[config.mk]
export PLATFORM = sky130hd
export DESIGN_NAME = onewire_rom_search
export DESIGN_NICKNAME = d
export VERILOG_FILES = /design/src/ors_pkg.sv /design/src/ors_in_reg.sv /design/src/ors_engine.sv /design/src/ors_out_reg.sv /design/src/onewire_rom_search.sv
export VERILOG_INCLUDE_DIRS = /design/src /design/src/src
export SDC_FILE = /design/constraint.sdc
export NUM_CORES = 1
export LEC_CHECK = 0
export ABC_AREA = 1
export CORE_MARGIN = 3
export CORE_UTILIZATION = 25
export CTS_CLUSTER_DIAMETER = 120
export DETAILED_ROUTE_END_ITERATION = 7
export DONT_BUFFER_PORTS = 1
export SLEW_MARGIN = 20
export SYNTH_ARGS = -nofsm -noshare
export SYNTH_HDL_FRONTEND = slang
export SYNTH_SLANG_ARGS = --single-unit
[constraint.sdc]
create_clock -name clk -period 11.5 [get_ports clk]
set_input_delay 2.3 -clock clk [delete_from_list [all_inputs] [get_ports clk]]
set_output_delay 2.3 -clock clk [all_outputs]
set_load 0.01 [all_outputs]
[src/onewire_rom_search_defines.svh]
// Assertion macros for the 1-Wire ROM search block.
// Expects clk and rst in the scope where a macro is used.
`ifndef ONEWIRE_ROM_SEARCH_DEFINES_SVH
`define ONEWIRE_ROM_SEARCH_DEFINES_SVH

// Checked on every clock edge out of reset.
`define ORS_ASSERT(name, prop) \
  name: assert property (@(posedge clk) disable iff (rst) prop) \
    else $error("ROM search assertion failed");

// Checked on every clock edge, reset included.
`define ORS_ASSERT_ALWAYS(name, prop) \
  name: assert property (@(posedge clk) prop) \
    else $error("ROM search assertion failed");

`endif

[src/ors_pkg.sv]
// Shared types and constants for the 1-Wire ROM search block.
// No dependencies.
package ors_pkg;

  localparam int FAM_W        = 4;
  localparam int FAMILY_LIMIT = 9;
  localparam int BYTE_W       = 8;

  typedef enum logic [1:0] {
    REQ_BEGIN_NEXT  = 2'd0,
    REQ_BEGIN_FIRST = 2'd1,
    REQ_TRIPLET     = 2'd2
  } req_code_t;

  typedef enum logic [1:0] {
    KIND_TRIPLET = 2'd0,
    KIND_FOUND   = 2'd1,
    KIND_NONE    = 2'd2,
    KIND_IGNORED = 2'd3
  } kind_t;

  typedef struct packed {
    logic [1:0] req_type;
    logic       presence;
    logic       id_bit;
    logic       cmp_bit;
    logic       taken_dir;
  } ors_req_t;

  typedef struct packed {
    kind_t            kind;
    logic             direction;
    logic [FAM_W-1:0] family_discrepancy;
    logic             last_device;
  } ors_res_t;

endpackage

[src/ors_in_reg.sv]
// Input register: holds one accepted request until the engine takes it.
// Depends on ors_pkg.
module ors_in_reg (
  input  logic             clk,
  input  logic             rst,
  input  logic             req_valid,
  output logic             req_ready,
  input  ors_pkg::ors_req_t req_in,
  input  logic             advance,
  output logic             hold_valid,
  output ors_pkg::ors_req_t req_out
);
  import ors_pkg::*;

  assign req_ready = !hold_valid || advance;

  always_ff @(posedge clk) begin
    if (rst) begin
      hold_valid <= 1'b0;
    end else if (req_ready) begin
      hold_valid <= req_valid;
    end
  end

  always_ff @(posedge clk) begin
    if (req_valid && req_ready) begin
      req_out <= req_in;
    end
  end

endmodule

[src/ors_engine.sv]
// Search state and the one-bit decision for each request.
// Depends on ors_pkg.
module ors_engine #(
  parameter int CODE_BITS = 64
) (
  input  logic                 clk,
  input  logic                 rst,
  input  logic                 fire,
  input  ors_pkg::ors_req_t    req,
  output ors_pkg::ors_res_t    res,
  output logic [CODE_BITS-1:0] res_code
);
  import ors_pkg::*;

  localparam int POS_W = $clog2(CODE_BITS + 1);
  localparam int IDX_W = $clog2(CODE_BITS);

  logic [CODE_BITS-1:0] code_store, code_store_next;
  logic [POS_W-1:0]     last_discrepancy, last_discrepancy_next;
  logic [FAM_W-1:0]     family_mark, family_mark_next;
  logic                 done_flag, done_flag_next;
  logic [POS_W-1:0]     bit_position, bit_position_next;
  logic [POS_W-1:0]     zero_pos, zero_pos_next;
  logic                 searching, searching_next;

  logic [POS_W-1:0] pos_inc;
  logic [POS_W-1:0] pos_dec;
  logic [POS_W-1:0] ld_begin;
  logic             done_begin;
  logic [POS_W-1:0] lz_new;
  logic [FAM_W-1:0] fam_new;
  logic             last_bit;

  function automatic logic dir_of(input logic [POS_W-1:0] p, input logic [POS_W-1:0] ld,
                                  input logic [CODE_BITS-1:0] code);
    logic [POS_W-1:0] pm1;
    pm1 = p - POS_W'(1);
    if (p < ld) return code[pm1[IDX_W-1:0]];
    return p == ld;
  endfunction

  assign pos_inc  = bit_position + POS_W'(1);
  assign pos_dec  = bit_position - POS_W'(1);
  assign last_bit = bit_position == POS_W'(CODE_BITS);
  assign ld_begin = (req.req_type == REQ_BEGIN_FIRST) ? '0 : last_discrepancy;
  assign done_begin = (req.req_type == REQ_BEGIN_FIRST) ? 1'b0 : done_flag;

  always_comb begin
    code_store_next       = code_store;
    last_discrepancy_next = last_discrepancy;
    family_mark_next      = family_mark;
    done_flag_next        = done_flag;
    bit_position_next     = bit_position;
    zero_pos_next         = zero_pos;
    searching_next        = searching;
    res                   = '{kind: KIND_IGNORED, direction: 1'b0,
                              family_discrepancy: '0, last_device: 1'b0};
    res_code              = '0;
    lz_new                = zero_pos;
    fam_new               = family_mark;

    unique case (req.req_type) inside
      REQ_BEGIN_NEXT, REQ_BEGIN_FIRST: begin
        searching_next    = 1'b0;
        bit_position_next = POS_W'(1);
        zero_pos_next     = '0;
        if (done_begin || !req.presence) begin
          last_discrepancy_next = '0;
          family_mark_next      = '0;
          done_flag_next        = 1'b0;
          res.kind              = KIND_NONE;
        end else begin
          searching_next        = 1'b1;
          last_discrepancy_next = ld_begin;
          family_mark_next      = (req.req_type == REQ_BEGIN_FIRST) ? '0 : family_mark;
          done_flag_next        = 1'b0;
          res.kind              = KIND_TRIPLET;
          res.direction         = dir_of(POS_W'(1), ld_begin, code_store);
        end
      end
      REQ_TRIPLET: begin
        if (searching) begin
          if (req.id_bit && req.cmp_bit) begin
            searching_next        = 1'b0;
            bit_position_next     = POS_W'(1);
            last_discrepancy_next = '0;
            family_mark_next      = '0;
            done_flag_next        = 1'b0;
            res.kind              = KIND_NONE;
          end else begin
            if (!req.id_bit && !req.cmp_bit && !req.taken_dir) begin
              lz_new = bit_position;
              if (bit_position < POS_W'(FAMILY_LIMIT)) fam_new = bit_position[FAM_W-1:0];
            end
            zero_pos_next    = lz_new;
            family_mark_next = fam_new;
            code_store_next[pos_dec[IDX_W-1:0]] = req.taken_dir;
            if (last_bit) begin
              searching_next        = 1'b0;
              bit_position_next     = POS_W'(1);
              last_discrepancy_next = lz_new;
              done_flag_next        = lz_new == '0;
              if (code_store_next[BYTE_W-1:0] == '0) begin
                last_discrepancy_next = '0;
                family_mark_next      = '0;
                done_flag_next        = 1'b0;
                res.kind              = KIND_NONE;
              end else begin
                res.kind               = KIND_FOUND;
                res.family_discrepancy = fam_new;
                res.last_device        = lz_new == '0;
                res_code               = code_store_next;
              end
            end else begin
              bit_position_next = pos_inc;
              res.kind          = KIND_TRIPLET;
              res.direction     = dir_of(pos_inc, last_discrepancy, code_store);
            end
          end
        end
      end
      default: begin
      end
    endcase
  end

  always_ff @(posedge clk) begin
    if (rst) begin
      code_store       <= '0;
      last_discrepancy <= '0;
      family_mark      <= '0;
      done_flag        <= 1'b0;
      bit_position     <= POS_W'(1);
      zero_pos         <= '0;
      searching        <= 1'b0;
    end else if (fire) begin
      code_store       <= code_store_next;
      last_discrepancy <= last_discrepancy_next;
      family_mark      <= family_mark_next;
      done_flag        <= done_flag_next;
      bit_position     <= bit_position_next;
      zero_pos         <= zero_pos_next;
      searching        <= searching_next;
    end
  end

endmodule

[src/ors_out_reg.sv]
// Result register: holds one result until the receiver takes it.
// Depends on ors_pkg.
module ors_out_reg #(
  parameter int CODE_BITS = 64
) (
  input  logic                 clk,
  input  logic                 rst,
  input  logic                 load,
  input  ors_pkg::ors_res_t    res_in,
  input  logic [CODE_BITS-1:0] code_in,
  output logic                 free,
  output logic                 rsp_valid,
  input  logic                 rsp_ready,
  output ors_pkg::ors_res_t    res_out,
  output logic [CODE_BITS-1:0] code_out
);
  import ors_pkg::*;

  assign free = !rsp_valid || rsp_ready;

  always_ff @(posedge clk) begin
    if (rst) begin
      rsp_valid <= 1'b0;
    end else if (free) begin
      rsp_valid <= load;
    end
  end

  always_ff @(posedge clk) begin
    if (load) begin
      res_out  <= res_in;
      code_out <= code_in;
    end
  end

endmodule

[src/onewire_rom_search.sv]
// 1-Wire ROM search engine, top level.
// Depends on ors_pkg, ors_in_reg, ors_engine, ors_out_reg and the defines header.
//
// Use: the host drives the bus. It sends a begin request (first or next search,
// with the presence bit of its bus reset); the block answers with a triplet
// request and the direction to write. The host runs the triplet and sends
// back the two read bits and the direction taken. After CODE_BITS triplets the
// block answers with the found code, the family discrepancy and the
// last-device flag, or with "none found". Every request gets exactly one
// response, in order.
// Channels: req_* in, rsp_* out, valid/ready on both.
// Path: the input register holds the accepted request, the response register the result.
// Throughput: one request per cycle while the receiver takes responses; the
// decision is one bit of logic between the input register and the response register.
// A stalled receiver holds the response; one more request waits in the
// input register, after which req_ready drops.
// Reset: the search state clears, no search is running, both registers empty.
`include "onewire_rom_search_defines.svh"

module onewire_rom_search #(
  parameter int CODE_BITS = 64
) (
  input  logic                 clk,
  input  logic                 rst,
  input  logic                 req_valid,
  output logic                 req_ready,
  input  logic [1:0]           req_type,
  input  logic                 presence,
  input  logic                 id_bit,
  input  logic                 cmp_bit,
  input  logic                 taken_dir,
  output logic                 rsp_valid,
  input  logic                 rsp_ready,
  output logic [1:0]           kind,
  output logic                 direction,
  output logic [CODE_BITS-1:0] rom_code,
  output logic [3:0]           family_discrepancy,
  output logic                 last_device
);
  import ors_pkg::*;

  ors_req_t             req_in;
  ors_req_t             req_held;
  logic                 hold_valid;
  logic                 free;
  logic                 fire;
  ors_res_t             res_next;
  ors_res_t             res_q;
  logic [CODE_BITS-1:0] code_next;

  assign req_in = '{req_type: req_type, presence: presence, id_bit: id_bit,
                    cmp_bit: cmp_bit, taken_dir: taken_dir};
  assign fire   = hold_valid && free;

  ors_in_reg u_in_reg (
    .clk        (clk),
    .rst        (rst),
    .req_valid  (req_valid),
    .req_ready  (req_ready),
    .req_in     (req_in),
    .advance    (free),
    .hold_valid (hold_valid),
    .req_out    (req_held)
  );

  ors_engine #(.CODE_BITS(CODE_BITS)) u_engine (
    .clk      (clk),
    .rst      (rst),
    .fire     (fire),
    .req      (req_held),
    .res      (res_next),
    .res_code (code_next)
  );

  ors_out_reg #(.CODE_BITS(CODE_BITS)) u_out_reg (
    .clk       (clk),
    .rst       (rst),
    .load      (fire),
    .res_in    (res_next),
    .code_in   (code_next),
    .free      (free),
    .rsp_valid (rsp_valid),
    .rsp_ready (rsp_ready),
    .res_out   (res_q),
    .code_out  (rom_code)
  );

  assign kind               = res_q.kind;
  assign direction          = res_q.direction;
  assign family_discrepancy = res_q.family_discrepancy;
  assign last_device        = res_q.last_device;

  `ORS_ASSERT(a_ready_when_empty, !rsp_valid |-> req_ready)
  `ORS_ASSERT(a_dir_only_triplet, (rsp_valid && kind != KIND_TRIPLET) |-> !direction)
  `ORS_ASSERT(a_found_fields, (rsp_valid && kind != KIND_FOUND) |-> (rom_code == '0 && family_discrepancy == '0 && !last_device))
  `ORS_ASSERT(a_family_range, rsp_valid |-> family_discrepancy < 4'(FAMILY_LIMIT))
  `ORS_ASSERT_ALWAYS(a_reset_empty, rst |=> (!rsp_valid && req_ready))

endmodule

* Yosys cells after proc, flatten, opt, wreduce, memory -nomap -nowiden
Cells that the tools add are included.
** Storage, ports and cells
- Output and inout port bits :: 74
- Register bits after elaboration :: 171
- RAM bits :: 0
- Logic and storage cells :: 134
- Memory bits (read-only) :: 0
- Bits of input ports :: 10
- Latch bits :: 0
- Memories :: 0
** Operators by class
- Div/mod/pow operators :: 0
- Order comparisons :: 6
- Equal/unequal tests :: 9
- Multiplexer cells :: 66
- Bitwise logic cells :: 4
- Shift operators :: 0
- Add/subtract/negate cells :: 3
- Reductions and logical operators :: 27
- Multipliers :: 0
** Operators with widths (count)
- 7-bit 2-to-1 mux :: 15
- 64-bit bitwise mux :: 1
- 7-bit one-hot mux with 2 select lines :: 3
- 4-bit 2-to-1 mux :: 8
- 1-bit 2-to-1 mux :: 25
- 4-bit AND reduction :: 4
- 6-bit by 7-bit less-than comparator with 1-bit output, second input constant :: 2
- 6-bit by 1-bit subtractor with 6-bit output, second input constant :: 2
- 5-bit 2-to-1 mux :: 2
- 8-bit logical NOT :: 1
- 2-bit 2-to-1 mux :: 4
- 8-bit 2-to-1 mux :: 1
- 4-bit one-hot mux with 2 select lines :: 1
- 7-bit by 1-bit adder with 7-bit output, second input constant :: 1
- 1-bit by 7-bit equality test with 1-bit output, first input constant :: 1
- 7-bit equality test :: 1
- 7-bit equality test, second input constant :: 1
- 7-bit logical NOT :: 1
- 1-bit by 7-bit less-than comparator with 1-bit output, first input constant :: 1
- 7-bit by 4-bit less-than comparator with 1-bit output, second input constant :: 1
- 7-bit less-than comparator :: 1
- 1-bit binary-select mux with 6-bit select :: 1
- 1-bit demux with 6-bit select :: 1
- 6-bit by 1-bit >= comparator with 1-bit output, second input constant :: 1
- 19 further kinds :: 35

* Longest topological paths before layout
Gate-level depths: netlist of run 1.
- Depth in word-level cells :: 13
- Mapped depth :: 18
- Depth with buffers taken out :: 14

* Cells and area by module
Synthesis of run 1 repeated with hierarchy kept, for this count alone.
** Unflattened totals
- Cell total of the unflattened synthesis :: 1159
- Area total of the unflattened synthesis :: 9381.5 um^2
** Modules (own cells, without submodules)
- ors_engine :: cells an instance 1068, area an instance 6941.7 um^2, times used 1
- ors_out_reg :: cells an instance 77, area an instance 2204.6 um^2, times used 1
- ors_in_reg :: cells an instance 12, area an instance 227.7 um^2, times used 1
- onewire_rom_search :: cells an instance 2, area an instance 7.5 um^2, times used 1

* Worst setup path after synthesis of run 1
Ideal clock, no wire load.
- Path type :: input port to flip-flop
- Start :: input port rsp_ready
- End :: register u_engine.last_discrepancy[0]
- Setup time :: 120 ps
- Data required time :: 11380 ps
- Cell stages on the path :: 9
- Data arrival time :: 5229 ps
- Setup slack :: 6151 ps
- Cells stage by stage :: inv_1 > nand2_1 > nand2_1 > inv_1 > nand2_1 > nor2_1 > inv_1 > a31oi_1 > a21oi_1
** On the way
- Cells in the longest elaborated chain, start to end :: 3
** RTL lines
- from (decl) :: line onewire_rom_search.sv:33 : input logic rsp_ready,
- 1-bit logical OR :: line ors_out_reg.sv:19 : assign free = !rsp_valid || rsp_ready;
- 1-bit logical AND :: line onewire_rom_search.sv:53 : assign fire = hold_valid && free;
- named net fire :: line onewire_rom_search.sv:46 : logic fire;
- 4-bit AND reduction (no line)
- to (signal assigned) :: line ors_engine.sv:138 : last_discrepancy <= last_discrepancy_next;
- to (decl) :: line ors_engine.sv:19 : logic [POS_W-1:0] last_discrepancy, last_discrepancy_next;
The timed path passes the listed nets, and every way through them passes these cells.
A chain may end at the register's enable or synchronous reset.

* Worst setup path in the final report of run 1
- Start :: input port rsp_ready
- End :: output port req_ready
** On the way
- Cells in the longest elaborated chain, start to end :: 2
** RTL lines
- 1-bit logical OR :: line ors_out_reg.sv:19
- 1-bit logical OR :: line ors_in_reg.sv:15 : assign req_ready = !hold_valid || advance;
- to (decl) :: line onewire_rom_search.sv:26 : output logic req_ready,
No other way between the ends.

==> impl_metrics.csv, run 1 <==
group,metric,value,unit
timing,hold_viol,0,
status,outcome,"completed",
detailed_routing,drt-vias-per-instance,4.62,
timing,finClkSkew,12.3,ps
detailed_routing,drt_pass1_iterations,6,
final_layout,syn_to_final_growth,10.6,%
yosys,async_reset_ff_frac,0,
timing,setup_viol,0,
placement,dpl_worst_slack,6570,ps
detailed_routing,drt_iter0_drc,679,
setup_path,required,9200,ps
timing,fin_ws,6680,ps
floorplanning,die_width,195,microns
setup_path,worstPathArrival,2520,ps
pwr,p_switching,330,uW
detailed_routing,antenna_left,0,
yosys,yosysUniqueCellTypes,41,
timing,rsz0062_at_grt,"no",
pwr,peakVddDrop,90.2,uV
final_layout,num-fill-cells,3733,
timing,finalSetupTns,0,ps
pwr,power_density,134,nW/um^2
placement,hpwl,17.2,mm
grt,antenna_found_initial,0,
detailed_routing,drc,0,
setup_path,startpoint_type,"input pin",
yosys,avgSynthCellArea,7.54,sq um
final_layout,final_core_util,0.283,
setup_path,endpoint_kind,"output port",
placement,dpl.cell_count,1587,
timing,worstMarginPinSlew,1070,ps
run,maxCapViolations,0,
clock_network,clk_latency,440,ps
timing,fmax,208,MHz
yosys,netlist_area,8920,sq um
clock_network,clock_path_buffers,2,
detailed_routing,dr_total_vias,7487,
final_layout,drive_above_1_share,0.0610,
timing,maxSlewHeadroom,0.289,
final_layout,fin_nets,1170,
yosys,synth_nets,1202,
grt,grt_overflow_total,0,
timing,finalMaxSlewViolations,0,
clock_network,cts_root_buffer,"clkbuf_16",
pwr,netSwitchingFraction,0.250,
setup_path,cp_top_family,"simple AND/OR/NAND/NOR gates",
setup_path,max_stage_delay,160,ps
yosys,synth_seq_cells,171,
clock_network,cts_hold_buf,0,
yosys,syn-instance-count,1183,
grt,track_usage,0.130,
yosys,ys.flop_type,"dfxtp_1",
grt,grt_pass1_vias,6955,
setup_path,cp_num_buf_inv,1,
yosys,ys_warn_count,0,
floorplanning,pin_count,84,
setup_path,critical_path.cell_chain,"inv_1 -> nand3_1",
pwr,p_int,991,uW
floorplanning,initial_core_util,0.256,
setup_path,criticalPathCategory,"in -> out",
floorplanning,rows,68,
pwr,seq_power_share,0.508,
placement,place.gp.congestion,0.847,
floorplanning,core_area,34900,sq um
pwr,p_comb_frac,0.046,
clock_network,clk_pin_slew,60,ps
yosys,seq_area_frac_synth,0.471,
timing,fin_crit_sh,0.419,
pwr,p_leak,0.00383,uW
grt,grt_max_degree,129,
hold_path,hold_path.class,"reg -> reg",
placement,port-buffer-count,0,
floorplanning,die_h,195,microns
clock_network,post-cts-setup-buffer-count,0,
yosys,synth_edf_count,78,
final_layout,finalNonFillerCells,1619,
pwr,power.share.clock,0.446,
timing,min_period,4820,ps
clock_network,htreeDepth,4,
final_layout,diodes,0,
floorplanning,die-area,38000,sq um
grt,grt_pass1_wl,39.4,mm
clock_network,numCtsBuffers,17,
setup_path,cp_slowest_cell,"nand3_1",
detailed_routing,drt-total-wl,25.3,mm
setup_path,crit_fanout,3,
clock_network,cts_sinks,171,
setup_path,r2r_slack,7110,ps
detailed_routing,post_drt_wl_per_cell,15.6,microns
clock_network,cts_tree,"built",
clock_network,cts_resized,0,
-- metal layers --
| layer | vias up | global-route usage | wire (microns) |
|---|---|---|---|
| li1 | 3753 | - | - |
| met1 | 3494 | 0.169 | 11300 |
| met2 | 205 | 0.212 | 11900 |
| met3 | 35 | 0.0343 | 1550 |
| met4 | 0 | 0.0372 | 558 |
| met5 | - | 0 | 0 |
-- cells in the final DEF (no fill, tap or decap), types with 4 or more instances in the layout --
master	Yosys	layout
a21oi_1	95	95
inv_2	5	5
a31oi_1	5	5
ha_1	9	9
o22ai_1	15	15
o211ai_1	8	8
o21ai_0	93	93
inv_1	207	206
nor2_2	16	16
buf_4	1	4
clkbuf_16	0	17
nand3_1	42	42
o31ai_1	18	18
nand2_2	4	4
nor2_1	120	120
dfxtp_1	93	93
o21a_1	36	36
inv_6	0	5
o21ai_1	5	5
nand2_1	243	242
edfxtp_1	78	78
nand4_1	8	8
-- cell usage after synthesis, types with 5 or more instances --
master,instances,share of area
a21oi_1,95,0.053
a31oi_1,5,0.0035
buf_2,14,0.0079
clkbuf_1,32,0.013
dfxtp_1,93,0.21
edfxtp_1,78,0.26
ha_1,9,0.013
inv_1,207,0.087
inv_2,5,0.0021
nand2_1,243,0.10
nand3_1,42,0.024
nand4_1,8,0.0056
nor2_1,120,0.050
nor2_2,16,0.011
o211ai_1,8,0.0067
o21a_1,36,0.030
o21ai_0,93,0.052
o21ai_1,5,0.0028
o22ai_1,15,0.011
o31ai_1,18,0.015
-- sequential cells by signal, indices dropped and copies added, names as in the netlist, 4 cells and up --
name,flops
u_engine.bit_position,7
u_engine.code_store,64
u_out_reg.res_out,8
u_engine.zero_pos,7
u_engine.last_discrepancy,7
u_out_reg.code_out,64
u_engine.family_mark,4
u_in_reg.req_out,6
-- final cells by class --
class / count / area [sq um] / share of cell area
sequential: 171 / 4200 / 0.426
multi-input combinational: 744 / 3670 / 0.372
inverter: 213 / 801 / 0.0812
tap: 455 / 569 / 0.0577
clock buffer: 17 / 425 / 0.0431
clock inverter: 15 / 161 / 0.0164
timing repair buffer: 4 / 30.0 / 0.00304
-- final timing paths --
| path | end | cells past startpoint | startpoint |
|---|---|---|---|
| worst max-delay path | req_ready | 2 | rsp_ready |
| worst min register to register | u_engine.zero_pos[4] | 2 | u_engine.zero_pos[4] |
| worst max register to register | u_out_reg.code_out[57] | 13 | u_engine.bit_position[0] |
| worst min-delay path | u_engine.zero_pos[4] | 2 | u_engine.zero_pos[4] |
-- through the flow --
| step | instance area [sq um] | hold slack, ps | total power [uW] |
|---|---|---|---|
| floorplan | 8920 | 438 | 725 |
| global placement | 9270 | 443 | 746 |
| detailed placement | 9270 | 448 | 747 |
| CTS | 9850 | 456 | 1330 |
| global route | 9860 | 483 | 1370 |
| finish | 9860 | 464 | 1320 |
-- power groups by stage --
| stage | clock network [uW] | registers [uW] | logic [uW] |
|---|---|---|---|
| final | 589 | 671 | 60.9 |
| after global routing | 624 | 674 | 68.2 |
| after CTS | 601 | 673 | 60.7 |
| after detailed placement | 0 | 686 | 60.2 |
| after global placement | 0 | 687 | 59.4 |
| after floorplan | 0 | 678 | 47.2 |
-- kinds of logic (layout without fill, tap and decap cells) --
family	count (synthesis)	in the layout	synth area share
DFF	171	171	0.471
adders and majority gates	9	9	0.0126
muxes	2	2	0.00224
and+or+nand+nor	448	448	0.211
AOI/OAI and AO/OA	279	279	0.178
xor gates and xnor gates	6	6	0.00589
buffers and inverters	268	249	0.119
(Power assumes the default switching activity.)
==> run 2, diff against run 1 <==
Settings changed: ABC_AREA 1 to 0.
Clock period 11.5 ns to 4 ns, I/O delays scaled along.
==> run 2 against run 1 <==
Net effect:
- core utilization is 0.59 points higher
- final area is 1.8% higher
- sequential power grew to 2.8 times the previous value
- power grew to 2.8 times the previous value
- critical path depth is 9 higher
- worst setup slack worse by 6200 ps
- die area is 0.14% lower
- global-route usage is 0.63 points higher
==> impl_metrics.csv, run 2 <==
group,metric,value,unit
floorplanning,pin_count,84,
timing,finalSetupTns,0,ps
clock_network,numCtsBuffers,17,
timing,finalMaxSlewViolations,0,
detailed_routing,drt_pass1_iterations,5,
yosys,seq_area_frac_synth,0.472,
placement,dpl.cell_count,1436,
clock_network,cts_sinks,171,
clock_network,cts_resized,0,
yosys,synth_common_cells,"nor2_1, nand2_1, dfxtp_1",
floorplanning,die_h,195,microns
detailed_routing,drc,0,
yosys,ys_warn_count,0,
clock_network,cts_hold_buf,0,
grt,grt_overflow_total,0,
setup_path,r2r_end,"u_out_reg.code_out[18]",
grt,track_usage,0.136,
timing,worstMarginPinSlew,784,ps
placement,dpl_worst_slack,520,ps
clock_network,cts_tree,"built",
detailed_routing,post_drt_wl_per_cell,17.8,microns
floorplanning,rows,68,
hold_path,min_to,"u_out_reg.rsp_valid",
timing,hold_viol,0,
timing,fin_ws,491,ps
grt,grt_max_degree,113,
final_layout,drive_above_1_share,0.0917,
setup_path,r2r_start,"u_engine.bit_position[0]",
pwr,netSwitchingFraction,0.255,
yosys,synth_edf_count,78,
detailed_routing,drt-vias-per-instance,4.95,
status,outcome,"completed",
yosys,synth_top_family_by_area,"simple AND/OR/NAND/NOR gates",
pwr,p_int,2730,uW
floorplanning,die-area,37900,sq um
yosys,synth_nets,1041,
placement,place.gp.congestion,0.917,
clock_network,htreeDepth,4,
setup_path,criticalPathCategory,"reg -> reg",
clock_network,clk_pin_slew,70,ps
grt,grt_pass1_wl,40.8,mm
hold_path,hold_path.class,"in -> reg",
yosys,yosysMostFrequentCell,"nor2_1",
setup_path,reg2regPathDepth,11,
detailed_routing,drt_iter0_drc,785,
timing,fin_crit_sh,0.877,
final_layout,postLayoutCellArea,10000,sq um
yosys,synthSimpleGateAreaFrac,0.216,
placement,dpl_cell_area,9450,sq um
grt,grt_pass1_vias,6805,
grt,antenna_found_initial,0,
pwr,seq_power_share,0.521,
yosys,yosys.area.top_type,"edfxtp_1",
yosys,yosysUniqueCellTypes,54,
pwr,p_comb_frac,0.035,
setup_path,r2r_slack,490,ps
placement,port-buffer-count,0,
clock_network,post-cts-setup-buffer-count,0,
timing,rsz0062_at_grt,"no",
detailed_routing,antenna_left,0,
pwr,p_leak,0.00323,uW
floorplanning,core_area,34800,sq um
timing,hold-worst-slack,439,ps
pwr,peakVddDrop,200,uV
final_layout,top_regs,"u_engine.code_store: 64 flops, u_out_reg.code_out: 64 flops, u_out_reg.res_out: 8 flops",
setup_path,required,4180,ps
clock_network,clk_latency,440,ps
pwr,power_density,366,nW/um^2
final_layout,ff_latch_area,4200,sq um
final_layout,layout_commonest_cell,"nor2_1",
clock_network,cts_root_buffer,"clkbuf_16",
timing,maxSlewHeadroom,0.477,
setup_path,crit_fanout,23,
yosys,synth_seq_cells,171,
timing,fmax,285,MHz
hold_path,hp-start,"rst",
final_layout,syn_to_final_growth,12.8,%
yosys,synth.mux.area_fraction,0.127,
floorplanning,die_width,195,microns
timing,min_period,3510,ps
yosys,synth.top_cell.area_share,0.263,
placement,hpwl,17.8,mm
pwr,p_switching,938,uW
timing,setup_viol,0,
clock_network,clock_path_buffers,2,
final_layout,finalNonFillerCells,1469,
yosys,synth.area.top_cells,"edfxtp_1, dfxtp_1, nor2_1, mux2i_1, nand2_1",
setup_path,worstPathArrival,3690,ps
final_layout,mostFrequentLayoutCells,"nor2_1, nand2_1, dfxtp_1, a21oi_1, edfxtp_1",
final_layout,diodes,0,
detailed_routing,dr_total_vias,7267,
floorplanning,initial_core_util,0.256,
yosys,synth-compound-area-share,0.122,
hold_path,hold_depth,1,
setup_path,endpoint_kind,"flip-flop",
yosys,syn-instance-count,1022,
pwr,power.share.clock,0.444,
detailed_routing,drt-total-wl,26.1,mm
yosys,synth_xor_area_frac,0.0105,
yosys,avgSynthCellArea,8.72,sq um
setup_path,startpoint_type,"flip-flop",
final_layout,fin_nets,1020,
run,maxCapViolations,0,
yosys,netlist_area,8910,sq um
timing,finClkSkew,18.4,ps
yosys,async_reset_ff_frac,0,
yosys,ys.flop_type,"dfxtp_1",
yosys,synth_fa_ha_area_frac,0.0126,
final_layout,num-fill-cells,3599,
final_layout,multi_input_area,4370,sq um
## run 2: changes by cell type in the layout (fill, tap and decap cells not counted), moves of 10 or more
cell	change
o22ai_1	-12
o31ai_1	-16
inv_1	-195
o21ai_0	-24
mux2i_1	+72
a21oi_1	-10
o21a_1	-35
nor2_2	-16
nor2_1	+79
mux4_2	+16
a22oi_1	+10
nand2_1	-75
buf_4	+28
## run 2: routing by layer
layer  vias to the layer above  GRT usage  part of all wire
li1                       3509          -                 -
met1                      3496      0.188              0.46
met2                       231      0.215              0.47
met3                        31     0.0284             0.054
met4                         0     0.0386             0.017
met5                         -          0                 0
## run 2: final cells by class
cell class                      count  area share
Multi-Input combinational cell    766       0.435
Sequential cell                   171       0.419
Tap cell                          455      0.0567
Clock buffer                       17      0.0424
Timing Repair Buffer               34      0.0287
Clock inverter                     15      0.0145
Inverter                           11     0.00411
## run 2: worst max-delay path by stage
stage | end | start | slack (ps) | cells after the start
after detailed placement | u_out_reg.code_out[41] | u_engine.bit_position[0] | 520 | 11
final | u_out_reg.code_out[18] | u_engine.bit_position[0] | 490 | 11
after floorplan | u_out_reg.code_out[40] | u_engine.bit_position[0] | 110 | 16
after global routing | u_out_reg.code_out[18] | u_engine.bit_position[0] | 240 | 11
after global placement | u_out_reg.code_out[17] | u_engine.bit_position[0] | 670 | 11
after CTS | u_out_reg.code_out[18] | u_engine.bit_position[0] | 500 | 11
## run 2: kinds of logic after synthesis
logic type,after synthesis
adders and majority gates,9
xor gates and xnor gates,9
AOI/OAI and AO/OA,195
DFF,171
and+or+nand+nor,460
muxes,93
buffers and inverters,85
## run 2: stage by stage
step / utilization / power, uW
after floorplan: - / 2040
after global placement: 0.271 / 2080
after detailed placement: 0.271 / 2080
after CTS: 0.288 / 3720
after global routing: 0.289 / 3800
final: 0.289 / 3670
## run 2: power groups by stage
stage / registers, uW / logic, uW / clock network (uW)
floorplan: 1940 / 98.2 / 0
global placement: 1960 / 124 / 0
detailed placement: 1960 / 125 / 0
CTS: 1920 / 126 / 1680
global route: 1920 / 141 / 1740
finish: 1910 / 129 / 1630
## run 2: critical path, stage by stage (launching register included)
cell and delay [ps]:
dfxtp_1 310, inv_1 160, ha_1 350, and3b_1 200, o22ai_1 110, a21o_1 270
or4_1 440, a2111oi_2 460, nor2_1 130, nand2_2 390, buf_4 330, nor2_1 70
==> run 3, diff against run 2 <==
Settings changed: SYNTH_HIERARCHICAL set to 1.
==> run 3 against run 2 <==
Net effect:
- worst setup slack better by 180 ps
- combinational power down 25%
- synthesized area increased by 4.6%
- die area increased by 4.4%
- final cell count grew 2.1%
- power rose by 2.6%
- clock power increased by 8%
- wire length rose by 5.4%
- critical path depth stayed put
- maximum frequency increased by 5.4%
- flip-flop and latch count unchanged
- worst hold slack lost 7.1 ps
- highest routed layer unchanged
==> impl_metrics.csv, run 3 <==
group,metric,value,unit
grt,grt.busiest_layer,"met2",
clock_network,cts_resized,0,
yosys,synth_nets,1060,
final_layout,top_regs,"u_engine/code_store: 64 flops, u_out_reg/code_out: 64 flops, u_out_reg/res_out: 8 flops",
clock_network,cts_root_buffer,"clkbuf_16",
floorplanning,initial_core_util,0.254,
final_layout,layout_commonest_cell,"nor2_1",
yosys,synth_edf_count,78,
detailed_routing,drt_pass1_iterations,5,
floorplanning,pin_count,84,
timing,hold-worst-slack,432,ps
yosys,synth_seq_cells,171,
placement,hpwl,18.3,mm
timing,setup_viol,0,
grt,met2_usage,0.217,
yosys,yosysMostFrequentCell,"nor2_1",
grt,grtUsageMet3,0.0418,
detailed_routing,dr_total_vias,7583,
yosys,seq_area_frac_synth,0.451,
yosys,netlist_area,9310,sq um
floorplanning,core_area,36700,sq um
yosys,async_reset_ff_frac,0,
grt,grt_pass1_wl,41.6,mm
pwr,power_density,361,nW/um^2
final_layout,postLayoutCellArea,10400,sq um
final_layout,syn_to_final_growth,12.0,%
final_layout,diodes,0,
final_layout,num-fill-cells,3798,
detailed_routing,post_drt_wl_per_cell,18.3,microns
clock_network,post-cts-setup-buffer-count,0,
detailed_routing,drt-vias-per-instance,5.06,
clock_network,numCtsBuffers,17,
clock_network,clk_latency,440,ps
final_layout,drive_above_1_share,0.107,
timing,fin_ws,671,ps
detailed_routing,drc,0,
setup_path,cp_num_buf_inv,1,
setup_path,startpoint_type,"flip-flop",
placement,dpl_worst_slack,714,ps
yosys,ys.flop_type,"dfxtp_1",
grt,grt.met1_usage,0.176,
yosys,yosys.area.top_type,"edfxtp_1",
timing,min_period,3330,ps
clock_network,clock_path_buffers,2,
grt,antenna_found_initial,0,
setup_path,endpoint_kind,"flip-flop",
setup_path,criticalPathCategory,"reg -> reg",
run,maxCapViolations,0,
grt,track_usage,0.136,
final_layout,fin_nets,1038,
timing,finClkSkew,12.7,ps
setup_path,cp_slowest_cell,"buf_4",
placement,dpl.cell_count,1468,
clock_network,cts_tree,"built",
final_layout,finalNonFillerCells,1500,
yosys,synth.top_cell.area_share,0.252,
timing,fmax,300,MHz
clock_network,cts_sinks,171,
grt,grt_max_degree,95,
clock_network,htreeDepth,4,
pwr,p_leak,0.00347,uW
setup_path,required,4290,ps
timing,worstMarginPinSlew,987,ps
timing,rsz0062_at_grt,"no",
timing,fin_crit_sh,0.832,
setup_path,crit_fanout,43,
yosys,synth.area.top_cells,"edfxtp_1, dfxtp_1, mux2i_1, nor2_1, nand2_1",
pwr,peakVddDrop,267,uV
timing,finalMaxSlewViolations,0,
timing,hold_viol,0,
placement,dpl_cell_area,9820,sq um
yosys,syn-instance-count,1041,
status,outcome,"completed",
placement,port-buffer-count,0,
yosys,yosysUniqueCellTypes,73,
floorplanning,die-area,39600,sq um
floorplanning,die_width,199,microns
setup_path,critical_path.cell_chain,"buf_4 -> ha_1 -> nand3_1 -> xnor2_1 -> ha_1 -> a21o_1 -> a211oi_1 -> a21oi_1 -> nor4_1 -> o31ai_1 -> o21ai_1",
detailed_routing,drt_iter0_drc,728,
timing,maxSlewHeadroom,0.341,
setup_path,worstPathArrival,3620,ps
final_layout,mostFrequentLayoutCells,"nor2_1, nand2_1, dfxtp_1, mux2i_1, edfxtp_1",
setup_path,max_stage_delay,500,ps
yosys,avgSynthCellArea,8.95,sq um
clock_network,cts_hold_buf,0,
timing,finalSetupTns,0,ps
grt,grt_overflow_total,0,
grt,grt_pass1_vias,7033,
setup_path,cp_common_cell,"ha_1",
clock_network,clk_pin_slew,70,ps
setup_path,cp_top_family,"compound AO/OA/AOI/OAI gates",
detailed_routing,drt-total-wl,27.5,mm
detailed_routing,antenna_left,0,
placement,place.gp.congestion,0.865,
yosys,synth_common_cells,"nor2_1, nand2_1, dfxtp_1",
yosys,ys_warn_count,6,
hold_path,hold_path.class,"in -> reg",
floorplanning,die_h,199,microns
floorplanning,rows,70,
-- run 3: power by group --
group	internal (uW)	leakage, uW	switching, uW
Clock	997	0.000294	763
Sequential	1870	0.00144	44.6
Combinational	24.0	0.00173	72.5
-- run 3: metrics by stage --
step,util,power [uW]
after floorplan,-,2020
after global placement,0.267,2050
after detailed placement,0.267,2050
after CTS,0.284,3820
after global routing,0.284,3900
final,0.284,3770
-- run 3: final cells by class --
cell class,instances,area [sq um],share of cell area
tap,468,586,0.0561
clock inverter,15,190,0.0182
inverter,15,56.3,0.00540
multi-input combinational,781,4700,0.450
timing repair buffer,33,273,0.0261
sequential,171,4200,0.403
clock buffer,17,425,0.0408
-- run 3: logic make-up after synthesis --
| kind of cell | after synthesis | share of synthesized area |
|---|---|---|
| muxes | 104 | 0.134 |
| buffers and inverters | 89 | 0.0466 |
| DFF | 171 | 0.451 |
| AOI/OAI and AO/OA | 185 | 0.125 |
| xor gates and xnor gates | 10 | 0.0102 |
| adders and majority gates | 9 | 0.0121 |
| and+or+nand+nor | 473 | 0.221 |
-- run 3: layer usage --
layer  up-vias  wire (microns)
li1       3607               -
met1      3664           11900
met5         -               0
met4         0             763
met3        48            2120
met2       264           12700
-- run 3: worst reg2reg max path, stage by stage, from the launching register on --
cell      delay, ps
dfxtp_1         330
buf_4           500
ha_1            500
nand3_1         150
xnor2_1         250
ha_1            280
a21o_1          180
a211oi_1        300
a21oi_1         160
nor4_1          270
o31ai_1         110
o21ai_1         150
-- run 3: path summary, 6_finish.rpt --
check / end / slack [ps] / depth (start not counted) / from
max: u_out_reg/res_out[5] / 670 / 11 / u_engine/bit_position[0]
min: u_in_reg/hold_valid / 430 / 1 / rst
max reg2reg: u_out_reg/res_out[5] / 670 / 11 / u_engine/bit_position[0]
min reg2reg: u_engine/last_discrepancy[4] / 460 / 2 / u_engine/last_discrepancy[4]
